**config.mk**
```make
export PLATFORM = sky130hd
export DESIGN_NAME = lesf_dp
export DESIGN_NICKNAME = d
export VERILOG_FILES = /design/src/rtl/core/lesf_pkg.sv /design/src/rtl/core/lesf_dp.sv
export SDC_FILE = /design/constraint.sdc
export NUM_CORES = 1
export LEC_CHECK = 0
export CORE_ASPECT_RATIO = 1.5
export CORE_MARGIN = 1
export CORE_UTILIZATION = 30
export CTS_BUF_LIST = sky130_fd_sc_hd__clkbuf_16
export DETAILED_ROUTE_END_ITERATION = 16
export DONT_BUFFER_PORTS = 1
export GPL_ROUTABILITY_DRIVEN = 0
export SYNTH_ARGS = -nofsm -noshare
export SYNTH_HDL_FRONTEND = slang
export SYNTH_SLANG_ARGS = --single-unit
```
**constraint.sdc**
```tcl
create_clock -name clk -period 9.2 [get_ports clk]
set_input_delay 0.46 -clock clk [delete_from_list [all_inputs] [get_ports clk]]
set_output_delay 0.46 -clock clk [all_outputs]
set_load 0.01 [all_outputs]
```
**src/rtl/core/lesf_pkg.sv**
```systemverilog
// Package for the largest empty square finder.
// Holds widths, register indexes, stage structs and a small helper function.
// No dependencies.
`timescale 1ns / 1ps

package lesf_pkg;

  localparam int MAX_WIDTH = 1024;
  localparam int MAX_ROWS  = 65536;

  localparam int COL_W  = $clog2(MAX_WIDTH);
  localparam int SIDE_W = $clog2(MAX_WIDTH + 1);
  localparam int ROW_W  = $clog2(MAX_ROWS);
  localparam int BYTE_W = 8;
  localparam int GW_W   = 11;
  localparam int CFG_W  = 11;
  localparam int IDX_W  = 1;

  localparam logic [IDX_W-1:0] REG_GRID_WIDTH    = 1'd0;
  localparam logic [IDX_W-1:0] REG_OBSTACLE_CHAR = 1'd1;

  localparam logic [GW_W-1:0]   GRID_WIDTH_RST    = 11'd1024;
  localparam logic [BYTE_W-1:0] OBSTACLE_CHAR_RST = 8'd111;

  typedef struct packed {
    logic             vld;
    logic             last;
    logic             first;
    logic             blocked;
    logic             gate;
    logic             fwd;
    logic [ROW_W-1:0] row;
    logic [COL_W-1:0] col;
  } cell_ctl_t;

  typedef struct packed {
    logic              vld;
    logic [SIDE_W-1:0] side;
    logic [ROW_W-1:0]  row;
    logic [COL_W-1:0]  col;
  } res_t;

  function automatic logic [ROW_W-1:0] row_inc(input logic [ROW_W-1:0] row);
    logic [ROW_W-1:0] r;
    r = (row == ROW_W'(MAX_ROWS - 1)) ? row : row + ROW_W'(1);
    return r;
  endfunction

endpackage

```
**src/rtl/core/lesf_dp.sv**
```systemverilog
// Cell update stage: min of three neighbors plus one, line buffer write-back
// with forwarding, and tracking of the best square. Uses lesf_pkg.
`timescale 1ns / 1ps

module lesf_dp (
  input  logic                        clk,
  input  logic                        rst_n,
  input  lesf_pkg::cell_ctl_t         stage,
  input  logic [lesf_pkg::SIDE_W-1:0] rd_data,
  output logic                        wr_en,
  output logic [lesf_pkg::COL_W-1:0]  wr_addr,
  output logic [lesf_pkg::SIDE_W-1:0] wr_data,
  output lesf_pkg::res_t              snap
);
  import lesf_pkg::*;

  logic [SIDE_W-1:0] left_r, upleft_r;
  logic [SIDE_W-1:0] best_side_r, best_side_nxt;
  logic [ROW_W-1:0]  best_row_r, best_row_nxt;
  logic [COL_W-1:0]  best_col_r, best_col_nxt;

  logic [SIDE_W-1:0] up, left, upleft, m, here;
  logic              better;

  always_comb begin
    up     = stage.gate ? (stage.fwd ? left_r : rd_data) : '0;
    left   = stage.first ? '0 : left_r;
    upleft = stage.first ? '0 : upleft_r;
    m      = (up < left) ? up : left;
    m      = (m < upleft) ? m : upleft;
    here   = stage.blocked ? '0 : m + SIDE_W'(1);
    better = here > best_side_r;

    snap.vld  = stage.vld && stage.last;
    snap.side = better ? here      : best_side_r;
    snap.row  = better ? stage.row : best_row_r;
    snap.col  = better ? stage.col : best_col_r;

    best_side_nxt = best_side_r;
    best_row_nxt  = best_row_r;
    best_col_nxt  = best_col_r;
    if (stage.vld) begin
      if (stage.last) begin
        best_side_nxt = '0;
        best_row_nxt  = '0;
        best_col_nxt  = '0;
      end else begin
        best_side_nxt = snap.side;
        best_row_nxt  = snap.row;
        best_col_nxt  = snap.col;
      end
    end
  end

  always_ff @(posedge clk) begin
    if (stage.vld) begin
      left_r   <= here;
      upleft_r <= up;
    end
  end

  always_ff @(posedge clk) begin
    if (!rst_n) begin
      best_side_r <= '0;
      best_row_r  <= '0;
      best_col_r  <= '0;
    end else begin
      best_side_r <= best_side_nxt;
      best_row_r  <= best_row_nxt;
      best_col_r  <= best_col_nxt;
    end
  end

  assign wr_en   = stage.vld;
  assign wr_addr = stage.col;
  assign wr_data = here;

endmodule

```
Yosys cells after proc, flatten, opt, wreduce, memory -nomap -nowiden. Cells that the tools add are included.

Add/subtract/negate cells: 1. Multiply operators: 0. Divide/modulo/power cells: 0. Order comparisons: 3. Equality and inequality tests: 0. Shift operators: 0. Muxes and demuxes: 13. Bitwise logic cells: 0. Reduce and logical (&&, ||, !) cells: 1.

Operators by type and width (count): $mux W11 (9); $mux W16 (2); $lt A11 B11 Y1 (2); $mux W10 (2); $add A11 B1 Y11 const B (1); $gt A11 B11 Y1 (1); $logic_and A1 B1 Y1 (1).

Register bits after elaboration: 59. Latch bits: 0. Bits in writable memories: 0. ROM bits: 0. Input bits: 45. Output and inout bits: 60. Memories: 0.

Longest topological paths before layout.
Word-level depth: 11. Mapped depth: 38.

Worst setup path after synthesis. OpenSTA, ideal clock, no wires.

Path type: input-to-output. Start point: input port stage[26] (netlist name). End point: output port snap[35] (netlist name). Data arrival time: 6.924 ns. Data required time: 8.740 ns. Slack: 1.816 ns. Stages on the path: 35. Path buffers: 7. Cell sequence: buf_4 -> buf_4 -> mux2_2 -> nand2_1 -> inv_1 -> ha_1 -> nand2_1 -> a211o_2 -> a2111oi_4 -> nand2b_1 -> buf_6 -> buf_6 -> mux2i_1 -> ha_1 -> and3_1 -> or3b_2 -> a21oi_1 -> nor2_1 -> a31oi_4 -> buf_4 -> buf_2 -> nor2_1 -> a21oi_1 -> ha_1 -> a21oi_1 -> a211oi_2 -> ha_1 -> a21o_1 -> a21o_1 -> a21oi_1 -> o21a_1 -> o21a_1 -> nor2_1 -> clkbuf_8 -> mux2_4.

RTL lines: start, declared (RTL line lesf_dp.sv:8) `input lesf_pkg::cell_ctl_t stage,`; end, declared (RTL line lesf_dp.sv:13) `output lesf_pkg::res_t snap`.

==> flow_summary.json <==
{
  "status": "finished clean",
  "rsz0062_at_grt": "false",
  "cts_max_level": 3,
  "postRouteAntennaNets": 0,
  "dpl_worst_slack_ns": 1.01,
  "ys_seq_area_share_pct": 30.0,
  "r2r_cells": 28,
  "finalHoldViolations": 0,
  "arrival_ns": 8.06,
  "fin_nets": 627,
  "post_dp_cell_area_um2": 4770,
  "setup_viol": 0,
  "overflow": 0,
  "reg2reg_to": "best_side_r[7]",
  "syn-cell-area_um2": 4680,
  "critical_path.max_fanout": 27,
  "holdPathEnd": "upleft_r[9]",
  "area_growth_pct": 8.18,
  "min-delay-start": "stage[31]",
  "worst_slack_ns": 0.678,
  "fin_setup_tns_ns": 0,
  "cts_setup_buffers": 0,
  "synthDistinctLibCells": 69,
  "dp_cells": 739,
  "final_layout_size_suffix_gt1_share_pct": 10.6,
  "drtIter0Drc": 226,
  "ys_seq_elements": 59,
  "crit_required_ns": 8.74,
  "drc_errors": 0,
  "coreArea_um2": 15100,
  "clk_latency_ns": 0.33,
  "ys.warnings.count": 0,
  "stdcell_count": 755,
  "relSlewSlack_pct": 24.1,
  "slew_violations": 0,
  "pin_count": 105,
  "firstDrtPassIters": 5,
  "grt_max_degree": 57,
  "die_area_um2": 16100,
  "cts_made_buffers": 9,
  "grt_usage_pct": 16.9,
  "ctsHoldBuffers": 0,
  "wl_per_cell_um": 17.5,
  "r2r_start": "left_r[2]",
  "hpwl_mm": 9.78,
  "layout_min_cycle_time_ns": 8.52,
  "hold_class": "input pin to register",
  "maxCapViolations": 0,
  "ys_async_sr_fraction_pct": 0,
  "initial_core_util_pct": 30.9,
  "critPathLaunchType": "register",
  "drt_wl_total_mm": 13.2,
  "rows": 55,
  "path_class": "register to primary output",
  "end_kind": "primary output",
  "utilization_pct": 33.4,
  "powerDensity_nw_per_um2": 321,
  "grt_pass1_vias": 4126,
  "die_h_um": 155,
  "syn_avg_cell_area_um2": 8.18,
  "synth_top_area_share_pct": 15.8,
  "grt_pass1_wl_mm": 21.3,
  "ys.flop_type": "dfxtp_1",
  "synth_edf_count": 22,
  "ir_drop_mv": 0.154,
  "num_vias": 4099,
  "synthMostInstantiatedCell": "nand2_1",
  "synthTopCellsByArea": "dfxtp_1 (16%), edfxtp_1 (14%), ha_1 (8.3%)",
  "cts_tree": "yes",
  "postSynthCellCount": 572,
  "root_buffer": "clkbuf_16",
  "syn-num-nets": 648,
  "hold_depth": 0,
  "finClkSkew_ns": 0.00420,
  "viasPerCell": 5.43,
  "post_cts_resized": 0,
  "antenna_found_initial": 0,
  "die_w_um": 104,
  "critical-path-slowest-cell": "nand2b_1",
  "clk_pin_slew_ns": 0.05,
  "p_leak_uw": 0.00203,
  "path_common_cell": "ha_1",
  "final_cell_area_um2": 5060,
  "clock_sinks": 59,
  "io_buffers": 0,
  "cpPeakStageDelay_ns": 0.67,
  "clockBufferDepth": 2,
  "worstMarginPinSlew_ns": 1.14,
  "rrSetupSlack_ns": 1.24,
  "fmax_mhz": 117,
  "yosys-top-cells-count": "nand2_1 (54), o21ai_0 (49), a21oi_1 (44)",
  "period_share_pct": 92.6,
  "antennaDiodeCount": 0,
  "yosys.area.top_type": "dfxtp_1"
}
worst max path at each step:
stage / cells after the start / endpoint / slack, ns / startpoint
after global placement: 29 / snap[0] / 1.11 / stage[26]
after global routing: 29 / snap[0] / 0.004 / left_r[2]
after floorplan: 35 / snap[35] / 1.82 / stage[26]
after CTS: 29 / snap[13] / 0.69 / left_r[2]
final: 29 / snap[0] / 0.68 / left_r[2]
after detailed placement: 29 / snap[13] / 1.01 / stage[26]
metal layers:
layer  global-route usage, %  part of all wire, %  wire length (µm)  vias to the layer above
li1                        -                    -                 -                     1971
met1                    17.3                   38              4990                     1937
met2                    31.2                   52              6920                      157
met3                    4.06                  6.5               852                       34
met4                    9.52                  3.3               437                        0
met5                       0                    0                 0                        -
where the power goes:
group / switching [µW] / total, µW / internal (µW)
combinational: 654 / 961 / 307
sequential: 18.0 / 334 / 316
clock: 122 / 328 / 206
cell families after synthesis:
group                    synth area share [%]
AND/OR/NAND/NOR                          23.1
AO/OA/AOI/OAI                            23.8
buffers and inverters                    7.78
flip-flops                               30.0
adder cells (fa/ha/maj)                  8.29
multiplexers                             6.12
XOR/XNOR                                0.936
flip-flops by register name (all words and copies together), names as in the netlist:
register / count
best_row_r: 16
best_side_r: 11
left_r: 11
upleft_r: 11
best_col_r: 10
metrics by stage:
step                      power, µW  hold slack, ns
after floorplan                1090           0.448
after global placement         1290           0.457
after detailed placement       1310           0.469
after CTS                      1640           0.231
after global routing           1750           0.220
final                          1620           0.244
worst max-delay path, delay by kind of cell (launching register included):
kind	cells	cell delay (ns)
buf+inv	2	0.47
compound gates	11	2.50
mux	2	0.60
xor+xnor	1	0.29
flops	1	0.40
fa+ha+maj	3	0.82
simple gates	10	2.66
area by class of cell:
class / instances / area (µm²)
Fill cell: 1594 / 10100
Tap cell: 199 / 249
Timing Repair Buffer: 12 / 90.1
Clock inverter: 7 / 61.3
Inverter: 30 / 113
Clock buffer: 9 / 225
Multi-Input combinational cell: 439 / 2920
Sequential cell: 59 / 1400
cells in the final DEF (no fill, tap or decap), drive strengths merged, types with 5 or more instances in the layout:
cell type  count
mux2i         17
inv           32
o21a          33
nor3           5
dfxtp         37
a21oi         46
o31ai          5
buf           12
nand3         35
ha            31
mux2          10
clkbuf         9
o21ai         54
edfxtp        22
nand2         54
nor2          30
nor2b         39
nand2b        16
No activity file was read; power rests on OpenSTA's default activity.
