===== config.mk =====
export PLATFORM = sky130hd
export DESIGN_NAME = lesf_result
export DESIGN_NICKNAME = d
export VERILOG_FILES = /design/src/rtl/core/lesf_pkg.sv /design/src/rtl/core/lesf_result.sv
export SDC_FILE = /design/constraint.sdc
export NUM_CORES = 1
export LEC_CHECK = 0
export BUFFER_PORTS_ARGS = -buffer_cell sky130_fd_sc_hd__buf_2
export CAP_MARGIN = 0
export CELL_PAD_IN_SITES_DETAIL_PLACEMENT = 1
export CELL_PAD_IN_SITES_GLOBAL_PLACEMENT = 2
export CORE_MARGIN = 4
export CORE_UTILIZATION = 39
export DETAILED_ROUTE_END_ITERATION = 8
export HOLD_SLACK_MARGIN = 0.12
export PLACE_DENSITY = 0.85
export RECOVER_POWER = 25
export SYNTH_ARGS = -nofsm -noshare
export SYNTH_HDL_FRONTEND = slang
export SYNTH_SLANG_ARGS = --single-unit

===== constraint.sdc =====
create_clock -name clk -period 6.3 [get_ports clk]
set_input_delay 0.315 -clock clk [delete_from_list [all_inputs] [get_ports clk]]
set_output_delay 0.315 -clock clk [all_outputs]
set_load 0.02 [all_outputs]

===== src/rtl/core/lesf_pkg.sv =====
// Package for the largest empty square finder.
// Holds widths, register indexes, stage structs and a small helper function.
// No dependencies.
`timescale 1ns / 1ps

package lesf_pkg;

  localparam int MAX_WIDTH = 1024;
  localparam int MAX_ROWS  = 65536;

  localparam int COL_W  = $clog2(MAX_WIDTH);
  localparam int SIDE_W = $clog2(MAX_WIDTH + 1);
  localparam int ROW_W  = $clog2(MAX_ROWS);
  localparam int BYTE_W = 8;
  localparam int GW_W   = 11;
  localparam int CFG_W  = 11;
  localparam int IDX_W  = 1;

  localparam logic [IDX_W-1:0] REG_GRID_WIDTH    = 1'd0;
  localparam logic [IDX_W-1:0] REG_OBSTACLE_CHAR = 1'd1;

  localparam logic [GW_W-1:0]   GRID_WIDTH_RST    = 11'd1024;
  localparam logic [BYTE_W-1:0] OBSTACLE_CHAR_RST = 8'd111;

  typedef struct packed {
    logic             vld;
    logic             last;
    logic             first;
    logic             blocked;
    logic             gate;
    logic             fwd;
    logic [ROW_W-1:0] row;
    logic [COL_W-1:0] col;
  } cell_ctl_t;

  typedef struct packed {
    logic              vld;
    logic [SIDE_W-1:0] side;
    logic [ROW_W-1:0]  row;
    logic [COL_W-1:0]  col;
  } res_t;

  function automatic logic [ROW_W-1:0] row_inc(input logic [ROW_W-1:0] row);
    logic [ROW_W-1:0] r;
    r = (row == ROW_W'(MAX_ROWS - 1)) ? row : row + ROW_W'(1);
    return r;
  endfunction

endpackage


===== src/rtl/core/lesf_result.sv =====
// Result stage: holding slot for a finished grid and the output register.
// Turns the bottom right corner into the upper left one. Uses lesf_pkg.
`timescale 1ns / 1ps

module lesf_result (
  input  logic                        clk,
  input  logic                        rst_n,
  input  lesf_pkg::res_t              snap,
  input  logic                        out_stall,
  output logic                        out_valid,
  output logic [lesf_pkg::ROW_W-1:0]  out_top_row,
  output logic [lesf_pkg::COL_W-1:0]  out_left_col,
  output logic [lesf_pkg::SIDE_W-1:0] out_side,
  output logic                        fin_busy
);
  import lesf_pkg::*;

  res_t              fin_r, fin_nxt;
  logic              out_valid_r, out_valid_nxt;
  logic [ROW_W-1:0]  top_r, top_nxt;
  logic [COL_W-1:0]  left_r, left_nxt;
  logic [SIDE_W-1:0] side_r;

  logic              fin_go;
  logic [ROW_W:0]    row_sum;
  logic [SIDE_W:0]   col_sum, side_ext;
  logic [ROW_W:0]    side_row;

  always_comb begin
    fin_go = fin_r.vld && (!out_valid_r || !out_stall);

    fin_nxt     = snap.vld ? snap : fin_r;
    fin_nxt.vld = snap.vld || (fin_r.vld && !fin_go);

    out_valid_nxt = fin_go || (out_valid_r && out_stall);

    row_sum  = (ROW_W + 1)'(fin_r.row) + (ROW_W + 1)'(1);
    col_sum  = (SIDE_W + 1)'(fin_r.col) + (SIDE_W + 1)'(1);
    side_row = (ROW_W + 1)'(fin_r.side);
    side_ext = (SIDE_W + 1)'(fin_r.side);

    top_nxt  = '0;
    left_nxt = '0;
    if (fin_r.side != '0) begin
      if (row_sum >= side_row) begin
        top_nxt = ROW_W'(row_sum - side_row);
      end
      if (col_sum >= side_ext) begin
        left_nxt = COL_W'(col_sum - side_ext);
      end
    end
  end

  always_ff @(posedge clk) begin
    if (!rst_n) begin
      fin_r.vld   <= 1'b0;
      out_valid_r <= 1'b0;
    end else begin
      fin_r       <= fin_nxt;
      out_valid_r <= out_valid_nxt;
    end
  end

  always_ff @(posedge clk) begin
    if (fin_go) begin
      top_r  <= top_nxt;
      left_r <= left_nxt;
      side_r <= fin_r.side;
    end
  end

  assign out_valid    = out_valid_r;
  assign out_top_row  = top_r;
  assign out_left_col = left_r;
  assign out_side     = side_r;
  assign fin_busy     = fin_r.vld;

endmodule


# Word level (Yosys, flattened, before mapping)
# Cells that the tools add are included.
[classes] n_reduce_logical=13 n_mul=0 bitwise=0 eq_ne=0 n_addsub=4 div_mod_pow=0 mux=0 shift=0 magnitude_cmp=2
[ops] op="adder 16 x 1 -> 17 bit, second input constant" count=1
[ops] op="greater-or-equal comparator 17 x 11 -> 1 bit" count=1
[ops] op="subtractor 16 x 11 -> 16 bit" count=1
[ops] op="adder 10 x 1 -> 11 bit, second input constant" count=1
[ops] op="greater-or-equal comparator 11 bit" count=1
[ops] op="nonzero test 11 bit" count=1
[ops] op="subtractor 10 bit" count=1
[ops] op="AND reduction 2 bit" count=3
[ops] op="logical AND 1 bit" count=3
[ops] op="logical NOT 1 bit" count=3
[ops] op="logical OR 1 bit" count=3
[totals] memories=0 elab_cells=27 ff_bits=76 latchBits=0 romBits=0 output_inout_bits=39 mem_bits_rw=0

# Depth between registers and ports, before layout
# Gate-level depths: netlist (run 1).
[depth] ltp_word=6 mapped_depth=12 depth_no_buf=12

# Least setup slack after synthesis (run 1)
# OpenSTA, ideal clock, no wires.
[synth_path] path_type="reg-to-reg" start="register fin_r, in the netlist fin_busy" end="register left_r[0] (netlist: out_left_col[0]) (enable)" path_stages_with_launch=2 synth_period_minus_slack_ns=3.725 arrival_time_ns=3.237 setup_ns=0.488 path_slack_ns=2.575 path_buffers=0 path_cell_list="dfxtp_1 -> a21boi_0"
[synth_via] elab_chain_cells=1
[synth_lines] item="start, declared" line="lesf_result.sv:18" source="res_t fin_r, fin_nxt;"
[synth_lines] item="start signal, assigned" line="lesf_result.sv:59" source="fin_r <= fin_nxt;"
[synth_lines] item="logical AND 1 bit" line="lesf_result.sv:30" source="fin_go = fin_r.vld && (!out_valid_r || !out_stall);"
[synth_lines] item="via fin_go" line="lesf_result.sv:24" source="logic fin_go;"
[synth_lines] item="end signal, assigned" line="lesf_result.sv:67" source="left_r <= left_nxt;"
[synth_lines] item="end, declared" line="lesf_result.sv:21" source="logic [COL_W-1:0] left_r, left_nxt;"
# The timed path passes the listed nets, and every way through them passes these cells.
# A chain may end at the register's enable or synchronous reset.

# Final worst setup path (run 1)
[layout_path] start="register fin_r[10] in the netlist's numbering" end="register top_r[15] (netlist: out_top_row[15]), data pin"
[layout_via] elab_chain_cells=3
[layout_lines] item="adder 16 x 1 -> 17 bit *" line="lesf_result.sv:37" source="row_sum = (ROW_W + 1)'(fin_r.row) + (ROW_W + 1)'(1);"
[layout_lines] item="greater-or-equal comparator 17 x 11 -> 1 bit" line="lesf_result.sv:45" source="if (row_sum >= side_row) begin"
[layout_lines] item="AND reduction 2 bit (no source line)"
[layout_lines] item="end signal, assigned" line="lesf_result.sv:66" source="top_r <= top_nxt;"
[layout_lines] item="end, declared" line="lesf_result.sv:20" source="logic [ROW_W-1:0] top_r, top_nxt;"
# Every way passes the cells marked *; elsewhere a longest branch is shown, timed or not.

==> results of run 1 <==
[critical path, delay by kind of cell, from the launching register on]
kind / cells / cell delay, ns
DFF: 1 / 0.44
and+or+nand+nor: 5 / 1.16
adders and majority gates: 2 / 0.56
AOI/OAI and AO/OA: 4 / 0.86
xor gates and xnor gates: 1 / 0.13
[power groups by stage]
stage | Clock (W) | Combinational (W) | Sequential (W)
2_1_floorplan | 0 | 0.000165 | 0.000655
3_3_place_gp | 0 | 0.000261 | 0.000635
3_5_place_dp | 0 | 0.000267 | 0.000638
4_1_cts | 0.000314 | 0.000278 | 0.000627
5_1_grt | 0.000335 | 0.000313 | 0.000631
6_report | 0.000301 | 0.000277 | 0.000627
[worst max path at each step]
stage | to | cells past startpoint
CTS | out_top_row[15]$_SDFFCE_PN0P_ | 12
floorplan | out_left_col[0]$_SDFFCE_PN0P_ | 1
global route | out_top_row[15]$_SDFFCE_PN0P_ | 12
global placement | out_top_row[15]$_SDFFCE_PN0P_ | 12
detailed placement | out_top_row[15]$_SDFFCE_PN0P_ | 12
finish | out_top_row[15]$_SDFFCE_PN0P_ | 12
[flip-flops by register name, indices dropped and copies added, names as in the netlist]
name,flops
out_side,11
out_valid,1
fin_busy,1
out_top_row,16
out_left_col,10
fin_r,37
[kinds of logic after synthesis]
logic type	Yosys count	synth area share (%)
and+or+nand+nor	111	14.6
DFF	76	56.1
AOI/OAI and AO/OA	59	9.90
xor gates and xnor gates	37	8.04
buffers and inverters	26	2.61
adders and majority gates	26	8.44
muxes	1	0.248
[cell type report]
type                    instances  share of cell area [%]
repair buffers                104                    12.8
flip-flops and latches         76                    45.5
well taps                     133                    3.35
clock buffers                  11                    2.64
clock inverters                 4                   0.352
multi-input cells             234                    33.7
inverters                      23                    1.74
[layer usage]
layer | up-vias | share of wire, %
li1 | 1480 | -
met3 | 15 | 4.9
met5 | - | 0
met2 | 80 | 43
met4 | 0 | 2.1
met1 | 1422 | 49
[through the flow]
stage,worst slack (ns),hold slack (ns),utilization (%),area (µm²),power (W)
5_1_grt,2.68,0.122,50.2,4970,0.00128
3_5_place_dp,3.02,0.489,46.5,4610,0.000905
4_1_cts,2.99,0.123,50.1,4970,0.00122
2_1_floorplan,2.58,0.414,-,4030,0.000821
6_report,3.00,0.140,50.2,4970,0.00120
3_3_place_gp,3.15,0.482,46.5,4610,0.000896
[cell usage after synthesis (all sizes together) (2+ instances only)]
master   number  area share, %
a2111oi       2           0.43
a211o         2           0.43
a211oi        4           0.75
a21o          4           0.75
a21oi        15            1.9
a31oi         3           0.47
and2          2           0.31
and3          4           0.62
clkbuf        2           0.19
dfxtp         2           0.99
edfxtp       74             55
fa            2           0.99
ha           24            7.5
inv          23            2.1
nand2        17            1.6
nand2b        4           0.62
nand3        14            1.7
nand4         9            1.8
nor2         32            3.1
nor2b         5           0.78
nor3          7           0.99
nor3b         2           0.37
nor4          9            1.4
o211ai        2           0.50
o21a          2           0.37
o21ai        13            1.6
o21bai        2           0.37
or4           3           0.65
xnor2        23            5.0
xor2         14            3.0
==> impl_metrics.csv, run 1 <==
group,metric,value,unit
drt,wire_per_inst,16.8,µm
power_and_ir_drop,comb_power_share,23.0,%
worst_setup_path,setup.worst_path.start,"fin_r[10]$_DFFE_PP_",
worst_setup_path,timing.critical_path.to_type,"flop",
grt,top_usage_layer,"met2",
placed_design,dpl.hpwl,7.70,mm
sta,report.final.slew_viol_count,0,
logic_synthesis,async_reset_ff_share,0,%
logic_synthesis,synth_top_flop_cell,"edfxtp_1",
drt,first_pass_iters,4,
floorplanning,rows,36,
run_status,result_of_the_run,"completed",
floorplanning,fp.dieW,110,µm
worst_setup_path,critical_path_class,"reg -> reg",
job,max_capacitance_violation_count,0,
floorplanning,die_y,110,µm
power_and_ir_drop,netSwitchingPower,0.000350,W
grt,grt-ovfl-total,0,
worst_setup_path,cp.arrival,3.50,ns
layout,layout.cells.most_common,"buf_2",
worst_setup_path,reg2reg_depth,12,
clock_network,clkSlewWorstSetupHoldPaths,0.07,ns
layout,design.final.nets,515,
logic_synthesis,postSynthNetCount,403,
logic_synthesis,ys_ff_latch,76,
layout,instances_no_fill,585,
sta,max_fclk,303,MHz
logic_synthesis,synthesis.area,0.00403,mm²
hold_path,hold_path_depth,1,
layout,diodes,0,
sta,fin_skew,0.00338,ns
clock_network,clockBufferDepth,2,
logic_synthesis,yosys_warnings,0,
floorplanning,floorplan.initialDensity,40.7,%
layout,flow.area_growth_from_synthesis,23.4,%
logic_synthesis,gate_count_of_the_mapped_netlist,336,
power_and_ir_drop,peakVddDrop,0.0000961,V
sta,setup_repair_after_global_routing_missed_its_margin,"false",
power_and_ir_drop,power_density,242,mW/mm²
sta,actual_transition_at_the_worst_max_transition_pin,0.557,ns
worst_setup_path,critical_path_required,6.50,ns
hold_path,holdPathEnd,"fin_r[9]$_DFFE_PP_",
power_and_ir_drop,cellInternalPower,0.000854,W
grt,globalRouteMet3Util,3.46,%
power_and_ir_drop,power_leakage,1.95,nW
power_and_ir_drop,share_of_total_power_in_the_clock_network,25.0,%
floorplanning,coreArea,0.00991,mm²
worst_setup_path,r2r-end,"out_top_row[15]$_SDFFCE_PN0P_",
worst_setup_path,slowest_stage,"or4b_1",
placed_design,last_weighted_congestion_value_of_the_routability_driven_placer,0.863,
logic_synthesis,synth_cell_type_count,50,
worst_setup_path,rr_startpoint,"fin_r[10]$_DFFE_PP_",
power_and_ir_drop,swShare,29.0,%
clock_network,tritoncts.num_buffers,9,
sta,timing.slew.headroom,62.5,%
grt,pin_count_of_the_biggest_net_entering_global_routing,38,
clock_network,postCtsSetupRepairBufs,0,
grt,initial_antenna_violation_count,0,
worst_setup_path,cp_max_fo,4,
placed_design,numPortBuffers,79,
layout,final_cell_mix,"77 x buf_2, 74 x edfxtp_1, 30 x nor2_1, 24 x ha_1",
clock_network,cts.sink_count,76,
clock_network,tritoncts,"built",
grt,global_route.usage.total,18.1,%
logic_synthesis,synth_seq_area_share,56.1,%
sta,report.final.setup_viol,0,
layout,nFillCells,1086,
logic_synthesis,postSynthAreaPerCell,12.0,µm²
drt,drt_drc_violations_left,0,
drt,via_count,2997,
sta,timing.final.hold_violations,0,
placed_design,placedCellCount,548,
worst_setup_path,crit_path_start_kind,"flop",
hold_path,hold_path_startpoint,"snap[9]",
layout,multi_input_area,0.00167,mm²
clock_network,hold_buffers,21,
sta,period_minus_slack,3.30,ns
power_and_ir_drop,seq_power_share,52.0,%
clock_network,cts.root.buffer_cell,"clkbuf_8",
grt,gr-usage-met1,25.5,%
layout,area.sequential,0.00226,mm²
drt,routed_wirelength,9.81,mm
drt,drt-vias-per-instance,5.12,
logic_synthesis,synth_edf_count,74,
drt,drt.antenna.violating_nets,0,
clock_network,clk-insertion-delay-late,0.35,ns
layout,drive_above_1_share,22.1,%
floorplanning,die_area,0.0120,mm²
worst_setup_path,cp_cell_sequence,"ha_1 -> and2_1 -> nand2_1 -> xnor2_1 -> ha_1 -> nand3_1 -> o21bai_1 -> a31oi_1 -> o2111ai_1 -> nand3_1 -> or4b_1 -> a21oi_1",
sta,finalCritPeriodShare,52.4,%
worst_setup_path,worst_path_largest_cell_delay,0.54,ns
sta,tns,0,ns
floorplanning,num_io_pins,80,
grt,met2_usage,27.1,%
clock_network,ctsHtreeMaxLevel,3,
grt,grt_first_pass_wirelength,16.2,mm
clock_network,ctsResizeCount,0,
hold_path,hold_path.class,"in -> reg",
grt,first_global_vias,3092,
drt,iter_0_drt_violations,81,
worst_setup_path,reg2reg_slack,3.00,ns
No activity file was read; power rests on OpenSTA's default activity.
==> run 2, diff against run 1 <==
CORE_UTILIZATION = 33   (was 39)
PLACE_DENSITY = 0.76   (was 0.85)
clock period = 2.7 ns   (was 6.3 ns; I/O delays follow)
==> run 2 against run 1 <==
Compared with the run above:
- the flow now finishes with violations (setup timing)
- sequential power up 130%
- sequential share of layout area down 8.0 points
- via count up 9.6%
- wire length up 15%
- non-clock buffer count up 74
- register-to-register slack worse by 3.1 ns
- combinational power rose to 3.3 times the previous value
- critical endpoint unchanged
==> impl_metrics.csv, run 2 (same netlist as run 1, synthesis figures left out) <==
group,metric,value,unit
clock_network,tritoncts.num_buffers,9,
power_and_ir_drop,power_density,586,mW/mm²
power_and_ir_drop,share_of_total_power_in_the_clock_network,32.9,%
clock_network,clk-insertion-delay-late,0.35,ns
layout,flip_flop_count_of_the_largest_register_all_copies_and_words_added,37,
sta,setup_repair_after_global_routing_missed_its_margin,"true",
worst_setup_path,crit_path_start_kind,"flop",
run_status,result_of_the_run,"finished, violations left",
worst_setup_path,cpMostUsedCell,"nand4_1",
power_and_ir_drop,power_leakage,2.42,nW
drt,first_pass_iters,4,
placed_design,last_weighted_congestion_value_of_the_routability_driven_placer,0.905,
clock_network,cts.root.buffer_cell,"clkbuf_16",
layout,final_area,0.00603,mm²
worst_setup_path,critical_path_class,"reg -> reg",
sta,timing.slew.headroom,64.7,%
worst_setup_path,reg2reg_depth,10,
worst_setup_path,worstSetupPathDepth,10,
hold_path,hold_path.class,"in -> reg",
sta,report.final.setup_viol,8,
grt,grt_first_pass_wirelength,18.4,mm
layout,registers.top_by_ff_count,"fin_r",
clock_network,cts.sink_count,76,
worst_setup_path,critical_path_required,2.91,ns
drt,drt-vias-per-instance,4.87,
worst_setup_path,worst_path_largest_cell_delay,0.53,ns
clock_network,tritoncts,"built",
drt,drt_drc_violations_left,0,
floorplanning,coreArea,0.0120,mm²
power_and_ir_drop,seq_power_share,41.4,%
worst_setup_path,cp_cell_sequence,"ha_2 -> and2_4 -> nand4_1 -> xnor2_1 -> ha_1 -> nand4_1 -> or4_4 -> o21ai_2 -> or4b_4 -> a21oi_2",
sta,timing.final.hold_violations,0,
layout,nFillCells,1266,
drt,drt.antenna.violating_nets,0,
placed_design,dpl.hpwl,8.31,mm
run_status,failed_checks,"setup timing",
floorplanning,die_y,119,µm
clock_network,clkSlewWorstSetupHoldPaths,0.06,ns
sta,setup_slack,-0.0824,ns
job,max_capacitance_violation_count,0,
drt,iter_0_drt_violations,109,
power_and_ir_drop,cellInternalPower,0.00255,W
layout,design.final.nets,590,
layout,flow.area_growth_from_synthesis,49.7,%
floorplanning,rows,40,
power_and_ir_drop,peakVddDrop,0.000368,V
power_and_ir_drop,comb_power_share,25.7,%
layout,drive_above_1_share,38.6,%
drt,wire_per_inst,16.7,µm
sta,finalCritPeriodShare,103,%
power_and_ir_drop,swShare,27.8,%
floorplanning,die_area,0.0140,mm²
layout,area.sequential,0.00226,mm²
grt,first_global_vias,3547,
drt,via_count,3285,
worst_setup_path,cp.arrival,2.99,ns
grt,initial_antenna_violation_count,0,
layout,diodes,0,
sta,fin_skew,0.00791,ns
worst_setup_path,slowest_stage,"or4_4",
floorplanning,fp.dieW,119,µm
clock_network,clockBufferDepth,2,
layout,multi_input_area,0.00197,mm²
sta,period_minus_slack,2.78,ns
clock_network,ctsHtreeMaxLevel,3,
floorplanning,floorplan.initialDensity,33.7,%
worst_setup_path,cp_max_fo,4,
power_and_ir_drop,netSwitchingPower,0.000983,W
worst_setup_path,timing.critical_path.to_type,"flop",
worst_setup_path,critical-path-top-delay-family,"simple AND/OR/NAND/NOR gates",
hold_path,hold_path_depth,3,
floorplanning,num_io_pins,80,
layout,final_cell_mix,"74 x edfxtp_1, 74 x buf_2, 58 x buf_4, 39 x dlygate4sd3_1, 23 x inv_1",
sta,max_fclk,359,MHz
grt,global_route.usage.total,16.6,%
sta,report.final.slew_viol_count,0,
worst_setup_path,critical_path_buf_inv_count,0,
grt,pin_count_of_the_biggest_net_entering_global_routing,38,
power_and_ir_drop,power,0.00353,W
placed_design,placedInstanceArea,0.00501,mm²
grt,grt-ovfl-total,0,
drt,routed_wirelength,11.3,mm
placed_design,numPortBuffers,79,
sta,actual_transition_at_the_worst_max_transition_pin,0.526,ns
## run 2: area by class of cell
class                           count  area share [%]
Clock buffer                       10            3.80
Clock inverter                      6           0.913
Inverter                           23            1.43
Multi-Input combinational cell    235            32.6
Sequential cell                    76            37.5
Tap cell                          147            3.05
Timing Repair Buffer              178            20.7
## run 2: path summary, 6_finish.rpt
path / endpoint / slack, ns / from
worst max-delay path: out_top_row[15]$_SDFFCE_PN0P_ / -0.08 / fin_r[11]$_DFFE_PP_
worst min-delay path: out_valid$_SDFF_PN0_ / 0.12 / out_stall
worst max register to register: out_top_row[15]$_SDFFCE_PN0P_ / -0.08 / fin_r[11]$_DFFE_PP_
worst min register to register: out_side[2]$_DFFE_PP_ / 0.51 / fin_r[28]$_DFFE_PP_
## run 2: power groups by stage
stage	Combinational [W]	Sequential, W	Clock [W]
after floorplan	0.000390	0.00153	0
after global placement	0.000734	0.00148	0
after detailed placement	0.000752	0.00148	0
after CTS	0.000819	0.00146	0.00120
after global routing	0.000995	0.00147	0.00126
final	0.000908	0.00146	0.00116
## run 2: layer usage
| metal | up-vias | wire [µm] | part of all wire (%) | GRT usage (%) |
|---|---|---|---|---|
| met5 | - | 0 | 0 | 0 |
| met4 | 0 | 164 | 1.5 | 5.72 |
| met3 | 10 | 501 | 4.4 | 4.69 |
| met2 | 77 | 5510 | 49 | 26.7 |
| met1 | 1564 | 5100 | 45 | 21.7 |
| li1 | 1634 | - | - | - |
## run 2: timing repair
action | in CTS | in global routing
buffers inserted | 3 | 6
gates resized for setup | 15 | 45
endpoints found under the setup margin | 24 | 26
endpoints found under the hold margin | 39 | 0
hold buffers | 39 | 0
pin swaps | 12 | 27
cloned | 1 | 0
## run 2: stage by stage
stage	hold slack [ns]	setup WS, ns	TNS, ns	utilization, %	cells
floorplan	0.234	-0.0226	-0.0226	-	336
global placement	0.313	-0.102	-0.180	41.9	610
detailed placement	0.314	-0.172	-1.14	41.9	610
CTS	0.122	-0.0875	-0.224	48.2	669
global route	0.154	-0.218	-2.78	50.4	675
finish	0.122	-0.0824	-0.289	50.4	675
## run 2: worst reg2reg max path: cells and delay by family, from the launching register on
family / cells / cell delay (ns)
xor gates and xnor gates: 1 / 0.15
adders and majority gates: 2 / 0.53
and+or+nand+nor: 5 / 1.40
AOI/OAI and AO/OA: 2 / 0.21
DFF: 1 / 0.37
==> run 3, diff against run 2 <==
SKIP_CTS_REPAIR_TIMING = 1   (was unset)
==> run 3 against run 2 <==
Compared with the run above:
- the run still ends with setup timing left
- clock-buffer cell count did not move
- combinational power rose by 2.9%
- clock power barely moved
- worst setup slack got worse by 0.055 ns
- flip-flop and latch count did not move
- cell count fell by 0.30%
- first-iteration DRC count rose by 3.7%
- via count fell by 0.12%
- register-to-register slack got worse by 0.05 ns
- global-route usage fell by 0.95 points
==> impl_metrics.csv, run 3 (same netlist as run 1, synthesis figures left out) <==
group,metric,value,unit
run_status,result_of_the_run,"finished, violations left",
run_status,failed_checks,"setup timing",
placed_design,pre_cts_ws,-0.172,ns
sta,tns,-0.652,ns
sta,period_minus_slack,2.84,ns
drt,via_count,3281,
job,max_capacitance_violation_count,0,
floorplanning,die_y,119,µm
worst_setup_path,crit_path_start_kind,"flop",
drt,wire_per_inst,16.8,µm
floorplanning,die_area,0.0140,mm²
sta,setup_slack,-0.137,ns
sta,timing.slew.headroom,61.6,%
clock_network,cts.sink_count,76,
placed_design,dpl.hpwl,8.31,mm
floorplanning,floorplan.initialDensity,33.7,%
power_and_ir_drop,power_density,582,mW/mm²
sta,report.final.slew_viol_count,0,
worst_setup_path,worst_path_largest_cell_delay,0.54,ns
placed_design,numPortBuffers,79,
floorplanning,num_io_pins,80,
grt,first_global_vias,3347,
hold_path,hold_path.class,"in -> reg",
power_and_ir_drop,power_leakage,2.43,nW
worst_setup_path,critical_path_buf_inv_count,0,
sta,fin_skew,0.00696,ns
worst_setup_path,cpMostUsedCell,"nand4_1",
sta,setup_repair_after_global_routing_missed_its_margin,"true",
placed_design,last_weighted_congestion_value_of_the_routability_driven_placer,0.905,
clock_network,clockBufferDepth,2,
layout,diodes,0,
layout,layout.cells.most_common,"edfxtp_1",
layout,flip_flop_count_of_the_largest_register_all_copies_and_words_added,37,
worst_setup_path,critical_path_required,2.90,ns
power_and_ir_drop,peakVddDrop,0.000388,V
worst_setup_path,critical_path_class,"reg -> reg",
worst_setup_path,cp_cell_sequence,"ha_4 -> and2_4 -> nand4_1 -> xnor2_1 -> ha_1 -> nand4_1 -> or4_4 -> o21ai_2 -> or4b_4 -> a21oi_2",
grt,top_usage_layer,"met2",
clock_network,clkSlewWorstSetupHoldPaths,0.06,ns
worst_setup_path,slowest_stage,"or4_4",
worst_setup_path,critical-path-top-delay-family,"simple AND/OR/NAND/NOR gates",
grt,globalRouteMet3Util,4.93,%
worst_setup_path,cp_max_fo,4,
layout,drive_above_1_share,41.1,%
clock_network,clk-insertion-delay-late,0.34,ns
clock_network,tritoncts.num_buffers,9,
drt,drt-vias-per-instance,4.88,
layout,final_core_utilization,51.1,%
drt,first_pass_iters,4,
worst_setup_path,timing.critical_path.to_type,"flop",
layout,flow.area_growth_from_synthesis,51.7,%
grt,global_route.usage.total,15.7,%
floorplanning,rows,40,
drt,drt_drc_violations_left,0,
layout,design.final.nets,588,
sta,max_fclk,352,MHz
layout,registers.top_by_ff_count,"fin_r",
drt,routed_wirelength,11.3,mm
grt,grt_first_pass_wirelength,17.2,mm
floorplanning,coreArea,0.0120,mm²
grt,met2_usage,24.5,%
clock_network,cts.root.buffer_cell,"clkbuf_16",
clock_network,tritoncts,"built",
grt,grt-ovfl-total,0,
placed_design,placedCellCount,610,
drt,iter_0_drt_violations,113,
layout,instances_no_fill,673,
layout,final_cell_mix,"74 x edfxtp_1, 73 x buf_2, 52 x buf_4, 39 x dlygate4sd3_1, 23 x inv_1",
clock_network,ctsHtreeMaxLevel,3,
worst_setup_path,cp.arrival,3.04,ns
floorplanning,fp.dieW,119,µm
sta,report.final.setup_viol,14,
sta,actual_transition_at_the_worst_max_transition_pin,0.572,ns
grt,initial_antenna_violation_count,0,
grt,gr-usage-met1,20.5,%
grt,pin_count_of_the_biggest_net_entering_global_routing,38,
drt,drt.antenna.violating_nets,0,
sta,timing.final.hold_violations,0,
sta,finalCritPeriodShare,105,%
-- run 3: changes by cell type in the layout (fill, tap and decap cells not counted), moves of 2 or more --
| cell | previous run | this run |
|---|---|---|
| buf_4 | 58 | 52 |
| buf_6 | 1 | 5 |
| ha_4 | 1 | 3 |
| nor2_1 | 22 | 15 |
| nor2_2 | 3 | 11 |
-- run 3: path summary, 6_finish.rpt --
check | depth (start not counted) | slack [ns] | from | to
worst max-delay path | 10 | -0.14 | fin_r[11]$_DFFE_PP_ | out_top_row[15]$_SDFFCE_PN0P_
worst min-delay path | 3 | 0.12 | out_stall | out_valid$_SDFF_PN0_
worst min register to register | 0 | 0.51 | fin_r[28]$_DFFE_PP_ | out_side[2]$_DFFE_PP_
worst max register to register | 10 | -0.14 | fin_r[11]$_DFFE_PP_ | out_top_row[15]$_SDFFCE_PN0P_
-- run 3: metal layers --
layer	up-vias	part of all wire, %
met4	0	1.5
met2	81	48
met1	1558	45
li1	1632	-
met5	-	0
met3	10	4.9
-- run 3: cell type report --
class                   count  area (µm²)
repair buffers            176        1240
well taps                 147         184
clock inverters             6        55.1
flip-flops and latches     76        2260
clock buffers              10         229
multi-input cells         235        2050
inverters                  23        86.3
fillers                  1255        5850
-- run 3: tightest hold or removal path, delay by kind of cell --
kind	cells	cell delay (ns)
AO/OA/AOI/OAI	1	0.07
buffers and inverters	1	0.12
AND/OR/NAND/NOR	1	0.10
-- run 3: report_power, final --
group          switching [W]  internal [W]  leakage, nW  total (W)
Sequential         0.0000545       0.00141        0.708    0.00146
Combinational       0.000483      0.000451         1.57   0.000934
Clock               0.000457      0.000706        0.146    0.00116
Total               0.000994       0.00257         2.42    0.00356
-- run 3: per-stage QoR --
| step | total power [W] | hold WS, ns | area [µm²] |
|---|---|---|---|
| 3_5_place_dp | 0.00224 | 0.314 | 5010 |
| 4_1_cts | 0.00342 | -0.0534 | 5300 |
| 3_3_place_gp | 0.00221 | 0.313 | 5010 |
| 5_1_grt | 0.00376 | 0.146 | 6110 |
| 2_1_floorplan | 0.00192 | 0.234 | 4050 |
| 6_report | 0.00356 | 0.121 | 6110 |
